[src/rtl/dqsr_pkg.sv]
// Package for the spoofed DNS query responder: sizes, constants, the command
// passed from the front part to the back part, state types and byte-table functions.
// Depends on nothing.
`default_nettype none

package dqsr_pkg;

    localparam int MAX_PACKET = 512;
    localparam int POS_W      = $clog2(MAX_PACKET);
    localparam int HDR_LEN    = 12;
    localparam int ANS_LEN    = 16;
    localparam int IDX_W      = 4;

    localparam int FIFO_DEPTH = 4;
    localparam int FIFO_PTR_W = $clog2(FIFO_DEPTH);
    localparam int FIFO_CNT_W = $clog2(FIFO_DEPTH + 1);

    localparam int ADDR_W     = 3;
    localparam logic [31:0] REPLY_ADDRESS_RESET = 32'hC0A8_0401;
    localparam logic [31:0] ANSWER_TTL_RESET    = 32'd60;

    localparam logic REG_REPLY_ADDRESS = 1'b0;
    localparam logic REG_ANSWER_TTL    = 1'b1;

    localparam logic [2:0] PAD_NAME     = 3'd5;
    localparam logic [2:0] PAD_TYPECLS  = 3'd4;
    localparam logic [1:0] TAIL_LAST    = 2'd3;

    typedef enum logic [3:0] {
        PH_HEADER    = 4'b0001,
        PH_NAME      = 4'b0010,
        PH_TYPECLASS = 4'b0100,
        PH_DROP      = 4'b1000
    } t_phase;

    typedef enum logic [3:0] {
        BK_IDLE = 4'b0001,
        BK_LEAD = 4'b0010,
        BK_PAD  = 4'b0100,
        BK_ANS  = 4'b1000
    } t_back_state;

    typedef struct packed {
        logic        lead_hdr;
        logic [31:0] data;
        logic        fin;
        logic [2:0]  pad;
    } t_cmd;

    typedef struct packed {
        logic push;
        logic pop;
    } t_fifo_ctl;

    typedef struct packed {
        logic full;
        logic empty;
    } t_fifo_stat;

    function automatic logic [7:0] hdr_byte(input logic [IDX_W-1:0] idx,
                                            input logic [31:0] data);
        logic [7:0] b;
        case (idx)
            4'd0:    b = data[31:24];
            4'd1:    b = data[23:16];
            4'd2:    b = 8'h81;
            4'd3:    b = 8'h80;
            4'd4:    b = data[15:8];
            4'd5:    b = data[7:0];
            4'd7:    b = 8'h01;
            default: b = 8'h00;
        endcase
        return b;
    endfunction

    function automatic logic [7:0] ans_byte(input logic [IDX_W-1:0] idx,
                                            input logic [31:0] ttl,
                                            input logic [31:0] addr);
        logic [7:0] b;
        case (idx)
            4'd0:    b = 8'hC0;
            4'd1:    b = 8'h0C;
            4'd3:    b = 8'h01;
            4'd5:    b = 8'h01;
            4'd6:    b = ttl[31:24];
            4'd7:    b = ttl[23:16];
            4'd8:    b = ttl[15:8];
            4'd9:    b = ttl[7:0];
            4'd11:   b = 8'h04;
            4'd12:   b = addr[31:24];
            4'd13:   b = addr[23:16];
            4'd14:   b = addr[15:8];
            4'd15:   b = addr[7:0];
            default: b = 8'h00;
        endcase
        return b;
    endfunction

endpackage

`default_nettype wire

[src/rtl/dns_query_spoof_responder.sv]
// Top level of the spoofed DNS query responder: configuration registers on the
// APB-style port, front part, command queue and back part.
// Depends on dqsr_pkg, dqsr_front, dqsr_cmd_fifo, dqsr_back.
//
//   channel   direction  handshake               payload
//   in        in         i_in_valid/o_in_ready   i_in_byte, i_in_last
//   out       out        o_out_valid/i_out_ready o_out_byte, o_out_last
//   config    in         psel/penable/pready     paddr, pwrite, pwdata, prdata
//
// An input byte is taken while the command queue has room.
// The back part pops a command into a register, then sends its response bytes
// in order; it pops the next command only after the last of these is registered.
// Synchronous active-low reset; no clearing pass.
// A stalled output holds the back part; a full queue holds the input.
`default_nettype none

module dns_query_spoof_responder (
    input  wire                          i_clk,
    input  wire                          i_rst_n,
    input  wire                          i_in_valid,
    output logic                         o_in_ready,
    input  wire  [7:0]                   i_in_byte,
    input  wire                          i_in_last,
    output logic                         o_out_valid,
    input  wire                          i_out_ready,
    output logic [7:0]                   o_out_byte,
    output logic                         o_out_last,
    input  wire                          psel,
    input  wire                          penable,
    input  wire                          pwrite,
    input  wire  [dqsr_pkg::ADDR_W-1:0]  paddr,
    input  wire  [31:0]                  pwdata,
    output logic [31:0]                  prdata,
    output logic                         pready
);

    logic [31:0]            r_reply_address;
    logic [31:0]            r_answer_ttl;
    logic                   cfg_wr;
    logic                   in_accept;
    dqsr_pkg::t_cmd         push_cmd, head_cmd;
    dqsr_pkg::t_fifo_ctl    fifo_ctl;
    dqsr_pkg::t_fifo_stat   fifo_stat;
    logic                   push, pop;

    assign pready = 1'b1;
    assign cfg_wr = psel && penable && pwrite && pready;
    assign prdata = (paddr[2] == dqsr_pkg::REG_ANSWER_TTL) ? r_answer_ttl : r_reply_address;

    always_ff @(posedge i_clk) begin
        if (!i_rst_n) begin
            r_reply_address <= dqsr_pkg::REPLY_ADDRESS_RESET;
            r_answer_ttl    <= dqsr_pkg::ANSWER_TTL_RESET;
        end else if (cfg_wr) begin
            case (paddr[2])
                dqsr_pkg::REG_REPLY_ADDRESS: r_reply_address <= pwdata;
                dqsr_pkg::REG_ANSWER_TTL:    r_answer_ttl    <= pwdata;
                default: ;
            endcase
        end
    end

    assign o_in_ready = !fifo_stat.full;
    assign in_accept  = i_in_valid && o_in_ready;
    assign fifo_ctl   = '{push: push, pop: pop};

    dqsr_front u_front (
        .i_clk     (i_clk),
        .i_rst_n   (i_rst_n),
        .i_accept  (in_accept),
        .i_in_byte (i_in_byte),
        .i_in_last (i_in_last),
        .o_push    (push),
        .o_cmd     (push_cmd)
    );

    dqsr_cmd_fifo u_fifo (
        .i_clk    (i_clk),
        .i_rst_n  (i_rst_n),
        .i_ctl    (fifo_ctl),
        .i_wr_cmd (push_cmd),
        .o_rd_cmd (head_cmd),
        .o_stat   (fifo_stat)
    );

    dqsr_back u_back (
        .i_clk           (i_clk),
        .i_rst_n         (i_rst_n),
        .i_cmd           (head_cmd),
        .i_stat          (fifo_stat),
        .o_pop           (pop),
        .i_reply_address (r_reply_address),
        .i_answer_ttl    (r_answer_ttl),
        .o_out_valid     (o_out_valid),
        .i_out_ready     (i_out_ready),
        .o_out_byte      (o_out_byte),
        .o_out_last      (o_out_last)
    );

endmodule

`default_nettype wire

[src/rtl/dqsr_front.sv]
// Front part: accepts query bytes, tracks the packet phase and turns each byte
// into at most one command for the back part. Depends on dqsr_pkg.
`default_nettype none

module dqsr_front (
    input  wire                   i_clk,
    input  wire                   i_rst_n,
    input  wire                   i_accept,
    input  wire  [7:0]            i_in_byte,
    input  wire                   i_in_last,
    output logic                  o_push,
    output dqsr_pkg::t_cmd        o_cmd
);

    dqsr_pkg::t_phase            r_phase, n_phase;
    logic [dqsr_pkg::POS_W-1:0]  r_pos, n_pos;
    logic [1:0]                  r_tail, n_tail;
    logic [7:0]                  r_id_hi, r_id_lo, r_qd_hi, r_qd_lo;
    logic                        eff_last;
    logic                        done;
    logic                        hdr_end;

    assign eff_last = i_in_last ||
                      (r_pos == dqsr_pkg::POS_W'(dqsr_pkg::MAX_PACKET - 1));
    assign hdr_end  = (r_pos == dqsr_pkg::POS_W'(dqsr_pkg::HDR_LEN - 1));

    always_comb begin
        n_phase = r_phase;
        n_pos   = r_pos;
        n_tail  = r_tail;
        done    = 1'b0;
        o_push  = 1'b0;
        o_cmd   = '{lead_hdr: 1'b0, data: {24'd0, i_in_byte}, fin: 1'b0, pad: 3'd0};
        if (i_accept) begin
            case (r_phase)
                dqsr_pkg::PH_DROP: begin
                    if (i_in_last) begin
                        n_phase = dqsr_pkg::PH_HEADER;
                        n_pos   = '0;
                        n_tail  = '0;
                    end
                end
                dqsr_pkg::PH_HEADER: begin
                    if (hdr_end) begin
                        o_push       = 1'b1;
                        o_cmd.lead_hdr = 1'b1;
                        o_cmd.data   = {r_id_hi, r_id_lo, r_qd_hi, r_qd_lo};
                        o_cmd.fin    = eff_last;
                        o_cmd.pad    = dqsr_pkg::PAD_NAME;
                        n_phase      = dqsr_pkg::PH_NAME;
                    end
                    done = eff_last;
                end
                dqsr_pkg::PH_NAME: begin
                    o_push    = 1'b1;
                    o_cmd.fin = eff_last;
                    if (i_in_byte == 8'h00) begin
                        n_phase   = dqsr_pkg::PH_TYPECLASS;
                        n_tail    = '0;
                        o_cmd.pad = dqsr_pkg::PAD_TYPECLS;
                    end else begin
                        o_cmd.pad = dqsr_pkg::PAD_NAME;
                    end
                    done = eff_last;
                end
                dqsr_pkg::PH_TYPECLASS: begin
                    o_push = 1'b1;
                    n_tail = r_tail + 2'd1;
                    if (r_tail == dqsr_pkg::TAIL_LAST) begin
                        o_cmd.fin = 1'b1;
                        o_cmd.pad = 3'd0;
                        done      = 1'b1;
                    end else if (eff_last) begin
                        o_cmd.fin = 1'b1;
                        o_cmd.pad = {1'b0, dqsr_pkg::TAIL_LAST - r_tail};
                        done      = 1'b1;
                    end
                end
                default: begin
                    n_phase = dqsr_pkg::PH_HEADER;
                end
            endcase
            if (r_phase != dqsr_pkg::PH_DROP) begin
                n_pos = r_pos + dqsr_pkg::POS_W'(1);
                if (done || eff_last) begin
                    n_tail  = '0;
                    n_pos   = '0;
                    n_phase = i_in_last ? dqsr_pkg::PH_HEADER : dqsr_pkg::PH_DROP;
                end
            end
        end
    end

    always_ff @(posedge i_clk) begin
        if (!i_rst_n) begin
            r_phase <= dqsr_pkg::PH_HEADER;
            r_pos   <= '0;
            r_tail  <= '0;
        end else begin
            r_phase <= n_phase;
            r_pos   <= n_pos;
            r_tail  <= n_tail;
        end
    end

    // hold the header bytes that pass into the response
    always_ff @(posedge i_clk) begin
        if (i_accept && r_phase == dqsr_pkg::PH_HEADER) begin
            case (r_pos[3:0])
                4'd0:    r_id_hi <= i_in_byte;
                4'd1:    r_id_lo <= i_in_byte;
                4'd4:    r_qd_hi <= i_in_byte;
                4'd5:    r_qd_lo <= i_in_byte;
                default: ;
            endcase
        end
    end

endmodule

`default_nettype wire

[src/rtl/dqsr_cmd_fifo.sv]
// Short command queue between the front part and the back part.
// Depends on dqsr_pkg.
`default_nettype none

module dqsr_cmd_fifo (
    input  wire                     i_clk,
    input  wire                     i_rst_n,
    input  dqsr_pkg::t_fifo_ctl     i_ctl,
    input  dqsr_pkg::t_cmd          i_wr_cmd,
    output dqsr_pkg::t_cmd          o_rd_cmd,
    output dqsr_pkg::t_fifo_stat    o_stat
);

    dqsr_pkg::t_cmd                   r_mem [dqsr_pkg::FIFO_DEPTH];
    logic [dqsr_pkg::FIFO_PTR_W-1:0]  r_wr, r_rd;
    logic [dqsr_pkg::FIFO_CNT_W-1:0]  r_cnt, n_cnt;
    logic                             do_push, do_pop;

    assign o_stat.full  = (r_cnt == dqsr_pkg::FIFO_CNT_W'(dqsr_pkg::FIFO_DEPTH));
    assign o_stat.empty = (r_cnt == '0);
    assign do_push = i_ctl.push && !o_stat.full;
    assign do_pop  = i_ctl.pop && !o_stat.empty;
    assign o_rd_cmd = r_mem[r_rd];

    always_comb begin
        n_cnt = r_cnt;
        case ({do_push, do_pop})
            2'b10:   n_cnt = r_cnt + dqsr_pkg::FIFO_CNT_W'(1);
            2'b01:   n_cnt = r_cnt - dqsr_pkg::FIFO_CNT_W'(1);
            default: n_cnt = r_cnt;
        endcase
    end

    always_ff @(posedge i_clk) begin
        if (!i_rst_n) begin
            r_wr  <= '0;
            r_rd  <= '0;
            r_cnt <= '0;
        end else begin
            r_cnt <= n_cnt;
            if (do_push) r_wr <= r_wr + dqsr_pkg::FIFO_PTR_W'(1);
            if (do_pop)  r_rd <= r_rd + dqsr_pkg::FIFO_PTR_W'(1);
        end
    end

    always_ff @(posedge i_clk) begin
        if (do_push) r_mem[r_wr] <= i_wr_cmd;
    end

endmodule

`default_nettype wire

[src/rtl/dqsr_back.sv]
// Back part: expands each command into response bytes (header, passed byte,
// zero padding, answer record) and drives the output register.
// Depends on dqsr_pkg.
`default_nettype none

module dqsr_back (
    input  wire                     i_clk,
    input  wire                     i_rst_n,
    input  dqsr_pkg::t_cmd          i_cmd,
    input  dqsr_pkg::t_fifo_stat    i_stat,
    output logic                    o_pop,
    input  wire  [31:0]             i_reply_address,
    input  wire  [31:0]             i_answer_ttl,
    output logic                    o_out_valid,
    input  wire                     i_out_ready,
    output logic [7:0]              o_out_byte,
    output logic                    o_out_last
);

    dqsr_pkg::t_back_state        r_state, n_state;
    dqsr_pkg::t_cmd               r_cmd;
    logic [dqsr_pkg::IDX_W-1:0]   r_idx, n_idx;
    logic                         r_valid, n_valid;
    logic [7:0]                   r_byte, n_byte;
    logic                         r_last, n_last;
    logic                         adv;
    logic                         lead_end;

    assign adv      = !r_valid || i_out_ready;
    assign lead_end = !r_cmd.lead_hdr ||
                      (r_idx == dqsr_pkg::IDX_W'(dqsr_pkg::HDR_LEN - 1));

    always_comb begin
        n_state = r_state;
        n_idx   = r_idx;
        n_valid = r_valid;
        n_byte  = r_byte;
        n_last  = r_last;
        o_pop   = 1'b0;
        if (adv) begin
            n_valid = 1'b0;
            n_last  = 1'b0;
            case (r_state)
                dqsr_pkg::BK_IDLE: begin
                    if (!i_stat.empty) begin
                        o_pop   = 1'b1;
                        n_state = dqsr_pkg::BK_LEAD;
                        n_idx   = '0;
                    end
                end
                dqsr_pkg::BK_LEAD: begin
                    n_valid = 1'b1;
                    n_byte  = r_cmd.lead_hdr ? dqsr_pkg::hdr_byte(r_idx, r_cmd.data)
                                             : r_cmd.data[7:0];
                    n_idx   = r_idx + dqsr_pkg::IDX_W'(1);
                    if (lead_end) begin
                        n_idx = '0;
                        if (!r_cmd.fin)            n_state = dqsr_pkg::BK_IDLE;
                        else if (r_cmd.pad != '0)  n_state = dqsr_pkg::BK_PAD;
                        else                       n_state = dqsr_pkg::BK_ANS;
                    end
                end
                dqsr_pkg::BK_PAD: begin
                    n_valid = 1'b1;
                    n_byte  = 8'h00;
                    n_idx   = r_idx + dqsr_pkg::IDX_W'(1);
                    if (r_idx == dqsr_pkg::IDX_W'({1'b0, r_cmd.pad} - 4'd1)) begin
                        n_idx   = '0;
                        n_state = dqsr_pkg::BK_ANS;
                    end
                end
                dqsr_pkg::BK_ANS: begin
                    n_valid = 1'b1;
                    n_byte  = dqsr_pkg::ans_byte(r_idx, i_answer_ttl, i_reply_address);
                    n_idx   = r_idx + dqsr_pkg::IDX_W'(1);
                    if (r_idx == dqsr_pkg::IDX_W'(dqsr_pkg::ANS_LEN - 1)) begin
                        n_last  = 1'b1;
                        n_idx   = '0;
                        n_state = dqsr_pkg::BK_IDLE;
                    end
                end
                default: begin
                    n_state = dqsr_pkg::BK_IDLE;
                end
            endcase
        end
    end

    always_ff @(posedge i_clk) begin
        if (!i_rst_n) begin
            r_state <= dqsr_pkg::BK_IDLE;
            r_idx   <= '0;
            r_valid <= 1'b0;
            r_last  <= 1'b0;
        end else begin
            r_state <= n_state;
            r_idx   <= n_idx;
            r_valid <= n_valid;
            r_last  <= n_last;
        end
    end

    always_ff @(posedge i_clk) begin
        r_byte <= n_byte;
        if (o_pop) r_cmd <= i_cmd;
    end

    assign o_out_valid = r_valid;
    assign o_out_byte  = r_byte;
    assign o_out_last  = r_last;

endmodule

`default_nettype wire
[config.mk]
export PLATFORM = sky130hd
export DESIGN_NAME = dns_query_spoof_responder
export DESIGN_NICKNAME = d
export VERILOG_FILES = /design/src/rtl/dqsr_pkg.sv /design/src/rtl/dns_query_spoof_responder.sv /design/src/rtl/dqsr_front.sv /design/src/rtl/dqsr_cmd_fifo.sv /design/src/rtl/dqsr_back.sv
export SDC_FILE = /design/constraint.sdc
export NUM_CORES = 1
export LEC_CHECK = 0
export BUFFER_PORTS_ARGS = -buffer_cell sky130_fd_sc_hd__buf_2
export CAP_MARGIN = 20
export CELL_PAD_IN_SITES_DETAIL_PLACEMENT = 1
export CELL_PAD_IN_SITES_GLOBAL_PLACEMENT = 2
export CORE_ASPECT_RATIO = 1.1
export CORE_MARGIN = 4
export CORE_UTILIZATION = 39
export DETAILED_ROUTE_END_ITERATION = 10
export HOLD_SLACK_MARGIN = 0.1
export PLACE_DENSITY = 0.81
export SYNTH_ARGS = -nofsm -noshare
export SYNTH_HDL_FRONTEND = slang
export SYNTH_HIERARCHICAL = 1
export SYNTH_SLANG_ARGS = --single-unit
export TNS_END_PERCENT = 100
[constraint.sdc]
create_clock -name i_clk -period 5.22 [get_ports i_clk]
set_input_delay 0.261 -clock i_clk [delete_from_list [all_inputs] [get_ports i_clk]]
set_output_delay 0.261 -clock i_clk [all_outputs]
set_load 0.01 [all_outputs]
# After elaboration in Yosys (flattened, before gate mapping)

Memory sizes are Yosys's and may differ from the RTL's. A register that Yosys moved wholly into a read port is not among the register bits.
Index checks and enable logic that the tools add are counted.

Register bits after elaboration: 136
RAM bits: 148
Output and inout bits: 44
Memories: 1

Memories:

| name         | depth | width | rd ports | clocked after memory_dff | wr ports | line                | RTL |
|---|---|---|---|---|---|---|---|
| u_fifo.r_mem | 4     | 37    | 1        | 1                        | 1        | dqsr_cmd_fifo.sv:14 | `dqsr_pkg::t_cmd r_mem [dqsr_pkg::FIFO_DEPTH];` |

$add $sub $neg: 9
Equality and inequality tests: 37
Mux-type cells: 56
Bitwise operators: 1
Reductions and logical operators: 38

Operators by type and width:

| operator                                      | count |
|---|---|
| one-hot mux 8 bit (12 select lines)           | 1 |
| 2-to-1 mux 37 bit                             | 2 |
| 2-to-1 mux 4 bit                              | 18 |
| one-hot mux 8 bit (7 select lines)            | 1 |
| one-hot mux 4 bit (4 select lines)            | 3 |
| == test 4 bit, second input constant          | 9 |
| 2-to-1 mux 9 bit                              | 4 |
| 2-to-1 mux 33 bit                             | 1 |
| == test 4 x 3 -> 1 bit, second input constant | 8 |
| 2-to-1 mux 32 bit                             | 1 |
| one-hot mux 8 bit (3 select lines)            | 1 |
| == test 4 x 1 -> 1 bit, second input constant | 4 |
| == test 4 x 2 -> 1 bit, second input constant | 4 |
| 2-to-1 mux 1 bit                              | 14 |
| AND reduction 2 bit                           | 7 |
| one-hot mux 4 bit (3 select lines)            | 1 |
| adder 9 x 1 -> 9 bit, second input constant   | 1 |
| == test 9 x 4 -> 1 bit, second input constant | 1 |
| == test 9 bit, second input constant          | 1 |
| zero test 4 bit                               | 2 |
| zero test 8 bit                               | 1 |
| 2-to-1 mux 2 bit                              | 4 |
| 2-to-1 mux 8 bit                              | 1 |
| adder 2 x 1 -> 2 bit, second input constant   | 3 |
| 27 further kinds                              | 48 |

# Longest topological paths before layout

Gate-level depths: netlist of run 1.

Word-level depth: 9
Gate-level depth with buffers: 14
Mapped depth without buffers: 13

# Modules after synthesis

The synthesis of run 1 kept the hierarchy.

By module, submodules not included:

| module                    | instances | cells each | area an instance (um2) | sequential area each (um2) |
|---|---|---|---|---|
| dqsr_cmd_fifo             | 1         | 247        | 5,863.1                | 4,624.4 |
| dqsr_back                 | 1         | 282        | 2,997.9                | 1,551.5 |
| dns_query_spoof_responder | 1         | 297        | 2,962.8                | 1,281.2 |
| dqsr_front                | 1         | 200        | 2,378.5                | 1,261.2 |

# Worst setup path after synthesis of run 1

No wires, ideal clock.

Path type: flip-flop to flip-flop
Start: register u_back.r_state[1]
End: register u_fifo/r_cnt[2] in the netlist's numbering
Arrival: 5.327 ns
Setup slack: -0.177 ns
Stages on the path, launching flop included: 11
Path buffers: 1
Cell sequence: dfxtp_1 -> clkbuf_1 -> nor4b_1 -> nor3b_1 -> nor2b_1 -> ha_1 -> inv_1 -> fa_1 -> xor2_1 -> or3_1 -> a21boi_1

Cells in the longest elaborated chain, start to end: 6

RTL lines:

| item                                                                            | line                            | RTL |
|---|---|---|
| start: declaration                                                              | dqsr_back.sv:20                 | `dqsr_pkg::t_back_state r_state, n_state;` |
| start signal: assignment                                                        | dqsr_back.sv:91                 | `r_state <= dqsr_pkg::BK_IDLE;` |
| start signal: assignment                                                        | dqsr_back.sv:96                 | `r_state <= n_state;` |
| == test 4 x 1 -> 1 bit *                                                        | dqsr_back.sv:43                 | `case (r_state)` |
| 2-to-1 mux 1 bit *                                                              | dqsr_back.sv:43                 |  |
| 2-to-1 mux 1 bit *                                                              | dqsr_back.sv:40                 | `if (adv) begin` |
| named net pop                                                                   | dns_query_spoof_responder.sv:44 | `logic push, pop;` |
| logical AND 1 bit *                                                             | dqsr_cmd_fifo.sv:22             | `assign do_pop = i_ctl.pop && !o_stat.empty;` |
| named net u_fifo.do_pop                                                         | dqsr_cmd_fifo.sv:17             | `logic do_push, do_pop;` |
| == test 2 x 1 -> 1 bit / == test 2 bit (equally long branches)                  | dqsr_cmd_fifo.sv:27             | `case ({do_push, do_pop})` |
| one-hot mux 3 bit (2 select lines) / nonzero test 2 bit (equally long branches) | -                               |  |
| end signal: assignment                                                          | dqsr_cmd_fifo.sv:40             | `r_cnt <= n_cnt;` |
| end: declaration                                                                | dqsr_cmd_fifo.sv:16             | `logic [dqsr_pkg::FIFO_CNT_W-1:0] r_cnt, n_cnt;` |

The timed path passes the listed nets; every way through them passes the cells marked *.
A chain may end at the register's enable or synchronous reset.

# Worst setup path after layout of run 1

Start: register u_front/r_pos[0] in the netlist's numbering
End: register u_fifo/r_cnt[2] in the netlist's numbering

Cells in the longest elaborated chain, start to end: 7

RTL lines:

| item                                                                            | line                            | RTL |
|---|---|---|
| start: declaration                                                              | dqsr_front.sv:16                | `logic [dqsr_pkg::POS_W-1:0] r_pos, n_pos;` |
| start signal: assignment                                                        | dqsr_front.sv:101               | `r_pos <= n_pos;` |
| == test 9 x 4 -> 1 bit *                                                        | dqsr_front.sv:25                | `assign hdr_end = (r_pos == dqsr_pkg::POS_W'(dqsr_pkg::HDR_LEN - 1));` |
| 2-to-1 mux 1 bit *                                                              | dqsr_front.sv:44                | `if (hdr_end) begin` |
| one-hot mux 1 bit (2 select lines) *                                            | dqsr_front.sv:35                | `case (r_phase)` |
| 2-to-1 mux 1 bit *                                                              | dqsr_front.sv:34                | `if (i_accept) begin` |
| named net push                                                                  | dns_query_spoof_responder.sv:44 |  |
| logical AND 1 bit *                                                             | dqsr_cmd_fifo.sv:21             | `assign do_push = i_ctl.push && !o_stat.full;` |
| == test 2 x 1 -> 1 bit / == test 2 bit (equally long branches)                  | dqsr_cmd_fifo.sv:27             |  |
| one-hot mux 3 bit (2 select lines) / nonzero test 2 bit (equally long branches) | -                               |  |

Marks and branches as above.

==> flow_summary.ini, run 1 <==
[status]
outcome = finished, final reports clean

[timing]
clock.fmax_mhz = 291
hold_ws_ns = 0.124
maxSlewHeadroom_pct = 28.1
fin_skew_ns = 0.0262
rsz0062_at_grt = no
setup_tns_ns = 0
min_period_over_period_pct = 65.9
worst_pin_slew_ns = 1.08
slew_viol_final = 0
setup_viol = 0
hold_viol = 0
setup_ws_ns = 1.78
min_period_ns = 3.44

[logic_synthesis]
syn_inst = 1026
synth-simple-area-share_pct = 10.4
syn_avg_cell_area_um2 = 13.8
synthFlopType = edfxtp_1
synth_top_family_by_area = multiplexers
yosys.area.top_type = edfxtp_1
seq_area_frac_synth_pct = 61.4
yosysTopAreaCellShare_pct = 47.6
synth-adder-area-share_pct = 1.55
synth.most_common_cell = edfxtp_1
synth_cell_types = 82
synth_mux_area_share_pct = 14.3
synth_seq_cells = 323
synth_area_mm2 = 0.0142
synth_compound_area_share_pct = 7.75
ys_top_cells_by_count = 225 x edfxtp_1, 114 x nand2_1, 98 x dfxtp_1
synth_area_leaders = edfxtp_1 48%, dfxtp_1 14%, mux4_2 5.9%
syn_nets = 1094
yosys_warnings = 6
synth-xor-area-share_pct = 0.863
async_flop_share_pct = 0
synth-edff-count = 225

[cts]
cts_tree = yes
cts.sinks = 323
htree_levels = 2
clock_latency_ns = 0.54
clk_path_buf_depth = 3
cts_resized = 0
cts_made_buffers = 37
root_buffer = clkbuf_16
path_clk_slew_ns = 0.06
hold_buffers = 40
cts_setup_buffers = 0

[die]
coreArea_mm2 = 0.0361
io_pins = 95
die_h_um = 208
die_w_um = 190
initial_core_util_pct = 39.4
fp.dieArea_mm2 = 0.0395
row_count = 73

[grt]
grt_max_degree = 109
grt_pass1_wl_mm = 53.5
antenna_found_initial = 0
track_usage_pct = 17.0
gr-total-overflow = 0
grt_pass1_vias = 9417

[place]
dp_slack_ns = 1.71
routabilityCongestion = 0.767
port_buffers = 91
dpl.hpwl_mm = 21.7

[cells_and_area]
area_growth_pct = 17.3
nets = 1212
num_antenna_cells = 0
post-route-util_pct = 46.2
drive_gt1_share_pct = 22.0

[power]
p_clk_share_pct = 47.6
switching_share_pct = 21.0
p_seq_share_pct = 48.9
power.internal_mw = 4.46
power.switching_mw = 1.19
ir_worst_vdd_mv = 0.321
p_leak_nw = 5.48
power_per_cell_area_mw_per_mm2 = 339
comb_power_share_pct = 3.5

[critical_path]
slowest_delay_ns = 0.52
crit_arrival_ns = 3.90
worstRegToRegCells = 13
rr_endpoint = u_fifo/r_cnt[2]
cpMostUsedCell = ha_1
path_class = reg -> reg
required_ns = 5.68
reg2reg_from = u_front/r_pos[0]
slowest_stage = a211oi_1
critPathMaxFanout = 7
endpoint_kind = register
path_cells = ha_1, nor4b_2, nand4b_1, a211oi_1, and2_1, nor2b_1, inv_2, ha_1, inv_1, fa_1, xor2_1, or3_1, a21boi_1
worst_setup_path_start_kind = register
r2r_slack_ns = 1.78

[min_path]
hold_end = u_fifo/r_wr[0]
holdPathStages = 3
hold_start = i_rst_n
hp-class = in -> reg

[route]
drt-wirelength-per-cell_um = 20.4
viasPerCell = 5.28
vias = 8765
dr.pass1.iters = 5
drc = 0
wirelength_mm = 33.8
drtIter0Drc = 401
ant_nets = 0

[run]
drv_cap = 0
[critical path, delay by kind of cell (launching register included)]
| family | cells | cell delay (ns) |
|---|---|---|
| simple gates | 5 | 1.41 |
| compound gates | 2 | 0.67 |
| flops | 1 | 0.42 |
| xor+xnor | 1 | 0.07 |
| fa+ha+maj | 3 | 0.68 |
| buf+inv | 2 | 0.12 |
[power groups by stage]
| stage | combinational [mW] | clock, mW | sequential [mW] |
|---|---|---|---|
| CTS | 0.198 | 2.77 | 2.76 |
| finish | 0.198 | 2.69 | 2.76 |
| global placement | 0.169 | 0 | 2.81 |
| global route | 0.216 | 2.88 | 2.76 |
| floorplan | 0.115 | 0 | 2.80 |
| detailed placement | 0.173 | 0 | 2.81 |
[state kept, by name, summed over array words and instances (netlist names), 8 cells and up, named ones only]
register and count:
u_front/r_qd_hi 8, r_answer_ttl 32, u_fifo/r_mem 148, u_back/o_out_byte 8
u_back/r_cmd 37, u_front/r_id_hi 8, u_front/r_qd_lo 8, u_front/r_id_lo 8
r_reply_address 32, u_front/r_pos 9
[kinds of logic (layout without fill, tap and decap cells)]
| group | after synthesis | after routing |
|---|---|---|
| other cells | 1 | 1 |
| mux | 151 | 151 |
| xor+xnor | 14 | 14 |
| fa+ha+maj | 17 | 17 |
| compound gates | 151 | 151 |
| buf+inv | 91 | 237 |
| simple gates | 278 | 278 |
| flops | 323 | 323 |
[metal layers]
layer | part of all wire, % | vias up | track usage (%) | wire (µm)
li1 | - | 4126 | - | -
met1 | 44 | 4420 | 22.0 | 14700
met2 | 51 | 180 | 29.7 | 17200
met3 | 3.8 | 39 | 2.67 | 1290
met4 | 1.9 | 0 | 4.54 | 643
met5 | 0 | - | 0 | 0
[how the worst max path moves through the flow]
stage	start	end	slack [ns]	cells past startpoint
6_report	u_front/r_pos[0]	u_fifo/r_cnt[2]	1.78	13
5_1_grt	u_front/r_pos[0]	u_fifo/r_cnt[2]	1.40	13
4_1_cts	u_front/r_pos[0]	u_fifo/r_mem[3][27]	1.69	8
3_5_place_dp	u_front/r_pos[0]	u_fifo/r_mem[1][26]	1.71	8
3_3_place_gp	u_front/r_pos[0]	u_fifo/r_cnt[1]	1.83	12
2_1_floorplan	u_back/r_state[1]	u_fifo/r_cnt[2]	1.21	10
[final cells by class]
| type | count | area [µm²] |
|---|---|---|
| fill | 3638 | 19400 |
| sequential | 323 | 8720 |
| multi-input combinational | 612 | 4970 |
| timing repair buffer | 147 | 998 |
| clock buffer | 42 | 955 |
| tap | 487 | 609 |
| clock inverter | 25 | 322 |
| inverter | 23 | 86.3 |
[cell usage in the layout, fill, tap and decap left out, drive strengths merged, types with 5 or more instances in the layout]
master | netlist | layout
clkbuf | 31 | 42
mux4 | 37 | 37
nor3 | 9 | 9
and3 | 7 | 7
o211ai | 7 | 7
dfxtp | 98 | 98
a22oi | 27 | 27
nand4 | 5 | 5
inv | 21 | 24
clkinv | 2 | 12
dlygate4sd3 | 0 | 40
o21ai | 20 | 20
mux2 | 41 | 41
nor3b | 5 | 5
nor2 | 26 | 26
nor2b | 30 | 30
nand3 | 10 | 10
nor4b | 8 | 8
edfxtp | 225 | 225
a221oi | 16 | 16
ha | 16 | 16
buf | 37 | 107
mux2i | 73 | 73
xnor2 | 11 | 11
nand2b | 6 | 6
a21oi | 25 | 25
clkinvlp | 0 | 6
o22ai | 10 | 10
a31oi | 11 | 11
bufinv | 0 | 6
and2 | 34 | 34
nand2 | 115 | 115
[metrics by stage]
| stage | instances | power (mW) | instance area (µm²) |
|---|---|---|---|
| floorplan | 1026 | 2.92 | 14200 |
| global placement | 1551 | 2.98 | 15000 |
| detailed placement | 1551 | 2.98 | 15000 |
| CTS | 1658 | 5.72 | 16600 |
| global route | 1659 | 5.85 | 16700 |
| finish | 1659 | 5.64 | 16700 |
Note: power is estimated with default switching activity, not from simulation.
==> run 2: changes to the inputs <==
clock period = 3.15 ns   (was 5.22 ns; I/O delays follow)
==> run 2 against run 1 <==
Non-clock buffer count rose by 16. Worst setup slack got worse by 1.5 ns. Sequential cell count did not move. Total power rose by 60%. Fmax rose by 20%. Via count barely moved. Routed wire length rose by 1.3%. First-iteration DRC count rose by 31%. Register-to-register slack got worse by 1.5 ns. Cell count rose by 0.90%. Critical path type unchanged.
==> flow_summary.ini, run 2 (synthesis results as in run 1) <==
[status]
outcome = finished, final reports clean

[critical_path]
rr_endpoint = u_fifo/r_cnt[2]
required_ns = 3.60
worst_setup_path_start_kind = register
reg2reg_from = u_front/r_pos[1]
critPathMaxFanout = 6
cp-startpoint = u_front/r_pos[1]
worstRegToRegCells = 13
endpoint_kind = register
crit_arrival_ns = 3.31
r2r_slack_ns = 0.30
path_class = reg -> reg

[grt]
gr-total-overflow = 0
grt_max_degree = 129
track_usage_pct = 17.1
antenna_found_initial = 0
grt_pass1_vias = 9339
grt_pass1_wl_mm = 54.1

[die]
coreArea_mm2 = 0.0361
io_pins = 95
row_count = 73
die_w_um = 190
die_h_um = 208
initial_core_util_pct = 39.4
fp.dieArea_mm2 = 0.0395

[cells_and_area]
final_common_cell = edfxtp_1
post-route-util_pct = 46.6
design_area_mm2 = 0.0168
regMostFlops = u_fifo/r_mem
final_cell_mix = 225 x edfxtp_1, 114 x nand2_1, 96 x dfxtp_1
largest_reg_flops = 148
area_growth_pct = 18.3
nets = 1228
drive_gt1_share_pct = 22.5
reg.largest.list = u_fifo/r_mem (148), u_back/r_cmd (37)
num_antenna_cells = 0

[route]
drc = 0
drt-wirelength-per-cell_um = 20.5
ant_nets = 0
wirelength_mm = 34.3
drtIter0Drc = 525
dr.pass1.iters = 5
viasPerCell = 5.24
vias = 8767

[cts]
cts_setup_buffers = 0
path_clk_slew_ns = 0.06
cts_made_buffers = 37
cts.sinks = 323
clk_path_buf_depth = 3
htree_levels = 2
cts_tree = yes
clock_latency_ns = 0.52
root_buffer = clkbuf_16

[power]
ir_worst_vdd_mv = 0.296
p_leak_nw = 5.56
power_per_cell_area_mw_per_mm2 = 539
power_mw = 9.06

[timing]
worst_pin_slew_ns = 1.10
min_period_ns = 2.85
setup_ws_ns = 0.295
rsz0062_at_grt = no
fin_skew_ns = 0.0102
hold_ws_ns = 0.154
maxSlewHeadroom_pct = 26.7
setup_viol = 0
min_period_over_period_pct = 90.6
hold_viol = 0
slew_viol_final = 0
clock.fmax_mhz = 350

[place]
port_buffers = 91
dp_slack_ns = 0.128
dpl-instance-area_mm2 = 0.0152
dpl.hpwl_mm = 22.9
routabilityCongestion = 0.757

[min_path]
holdPathStages = 4
hp-class = in -> reg
hold_start = i_in_last
hold_end = u_front/r_pos[0]

[run]
drv_cap = 0
run 2: cell types whose count changed in the layout (fill, tap and decap cells not counted), moves of 2 or more:
cell / change
nor4b_4: +2
clkinv_2: -2
buf_12: +7
clkinvlp_4: -5
clkbuf_1: +10
buf_4: +8
bufinv_16: -3
dlygate4sd3_1: +2
run 2: final cells by class:
type                       count  area, µm²
clock inverter                14        171
tap                          487        609
inverter                      23       86.3
fill                        3625      19300
sequential                   323       8720
timing repair buffer         163       1190
multi-input combinational    612       5020
clock buffer                  52       1000
run 2: metrics by stage:
step                      std cells  setup TNS (ns)
after floorplan                1026          -0.257
after global placement         1566               0
after detailed placement       1566               0
after CTS                      1674               0
after global routing           1674               0
final                          1674               0
run 2: worst max-delay path, stage by stage (launching register included):
cell      delay [ns]
dfxtp_1         0.41
ha_1            0.28
nor4b_4         0.27
nand4b_1        0.19
a211oi_2        0.34
and2_1          0.16
nor2b_1         0.20
inv_2           0.06
ha_4            0.16
inv_2           0.05
fa_2            0.18
xor2_1          0.07
or3_1           0.31
a21boi_1        0.12
run 2: per-layer routing:
metal,up-vias,routed length (µm),GRT usage [%]
li1,4152,-,-
met1,4419,15500,23.0
met2,154,17100,29.7
met3,42,1140,2.53
met4,0,548,3.62
met5,-,0,0
run 2: worst max path at each step:
stage | to | slack, ns | cells after the start
floorplan | u_fifo/r_cnt[2] | -0.20 | 10
global placement | u_fifo/r_cnt[2] | 0.21 | 13
detailed placement | u_fifo/r_cnt[2] | 0.13 | 13
CTS | u_fifo/r_cnt[2] | 0.12 | 13
global route | u_fifo/r_cnt[2] | 0.01 | 13
finish | u_fifo/r_cnt[2] | 0.30 | 13
run 2: repair_timing:
action                                  4_1_cts  5_1_grt
hold buffers                                 42        0
gates resized for setup                       0        2
endpoints found under the setup margin        0      150
endpoints found under the hold margin       118        0
run 2: report_power, final:
part           switching, mW  internal, mW
Combinational          0.177         0.158
Sequential            0.0340          4.54
Clock                   1.66          2.49
Total                   1.87          7.18
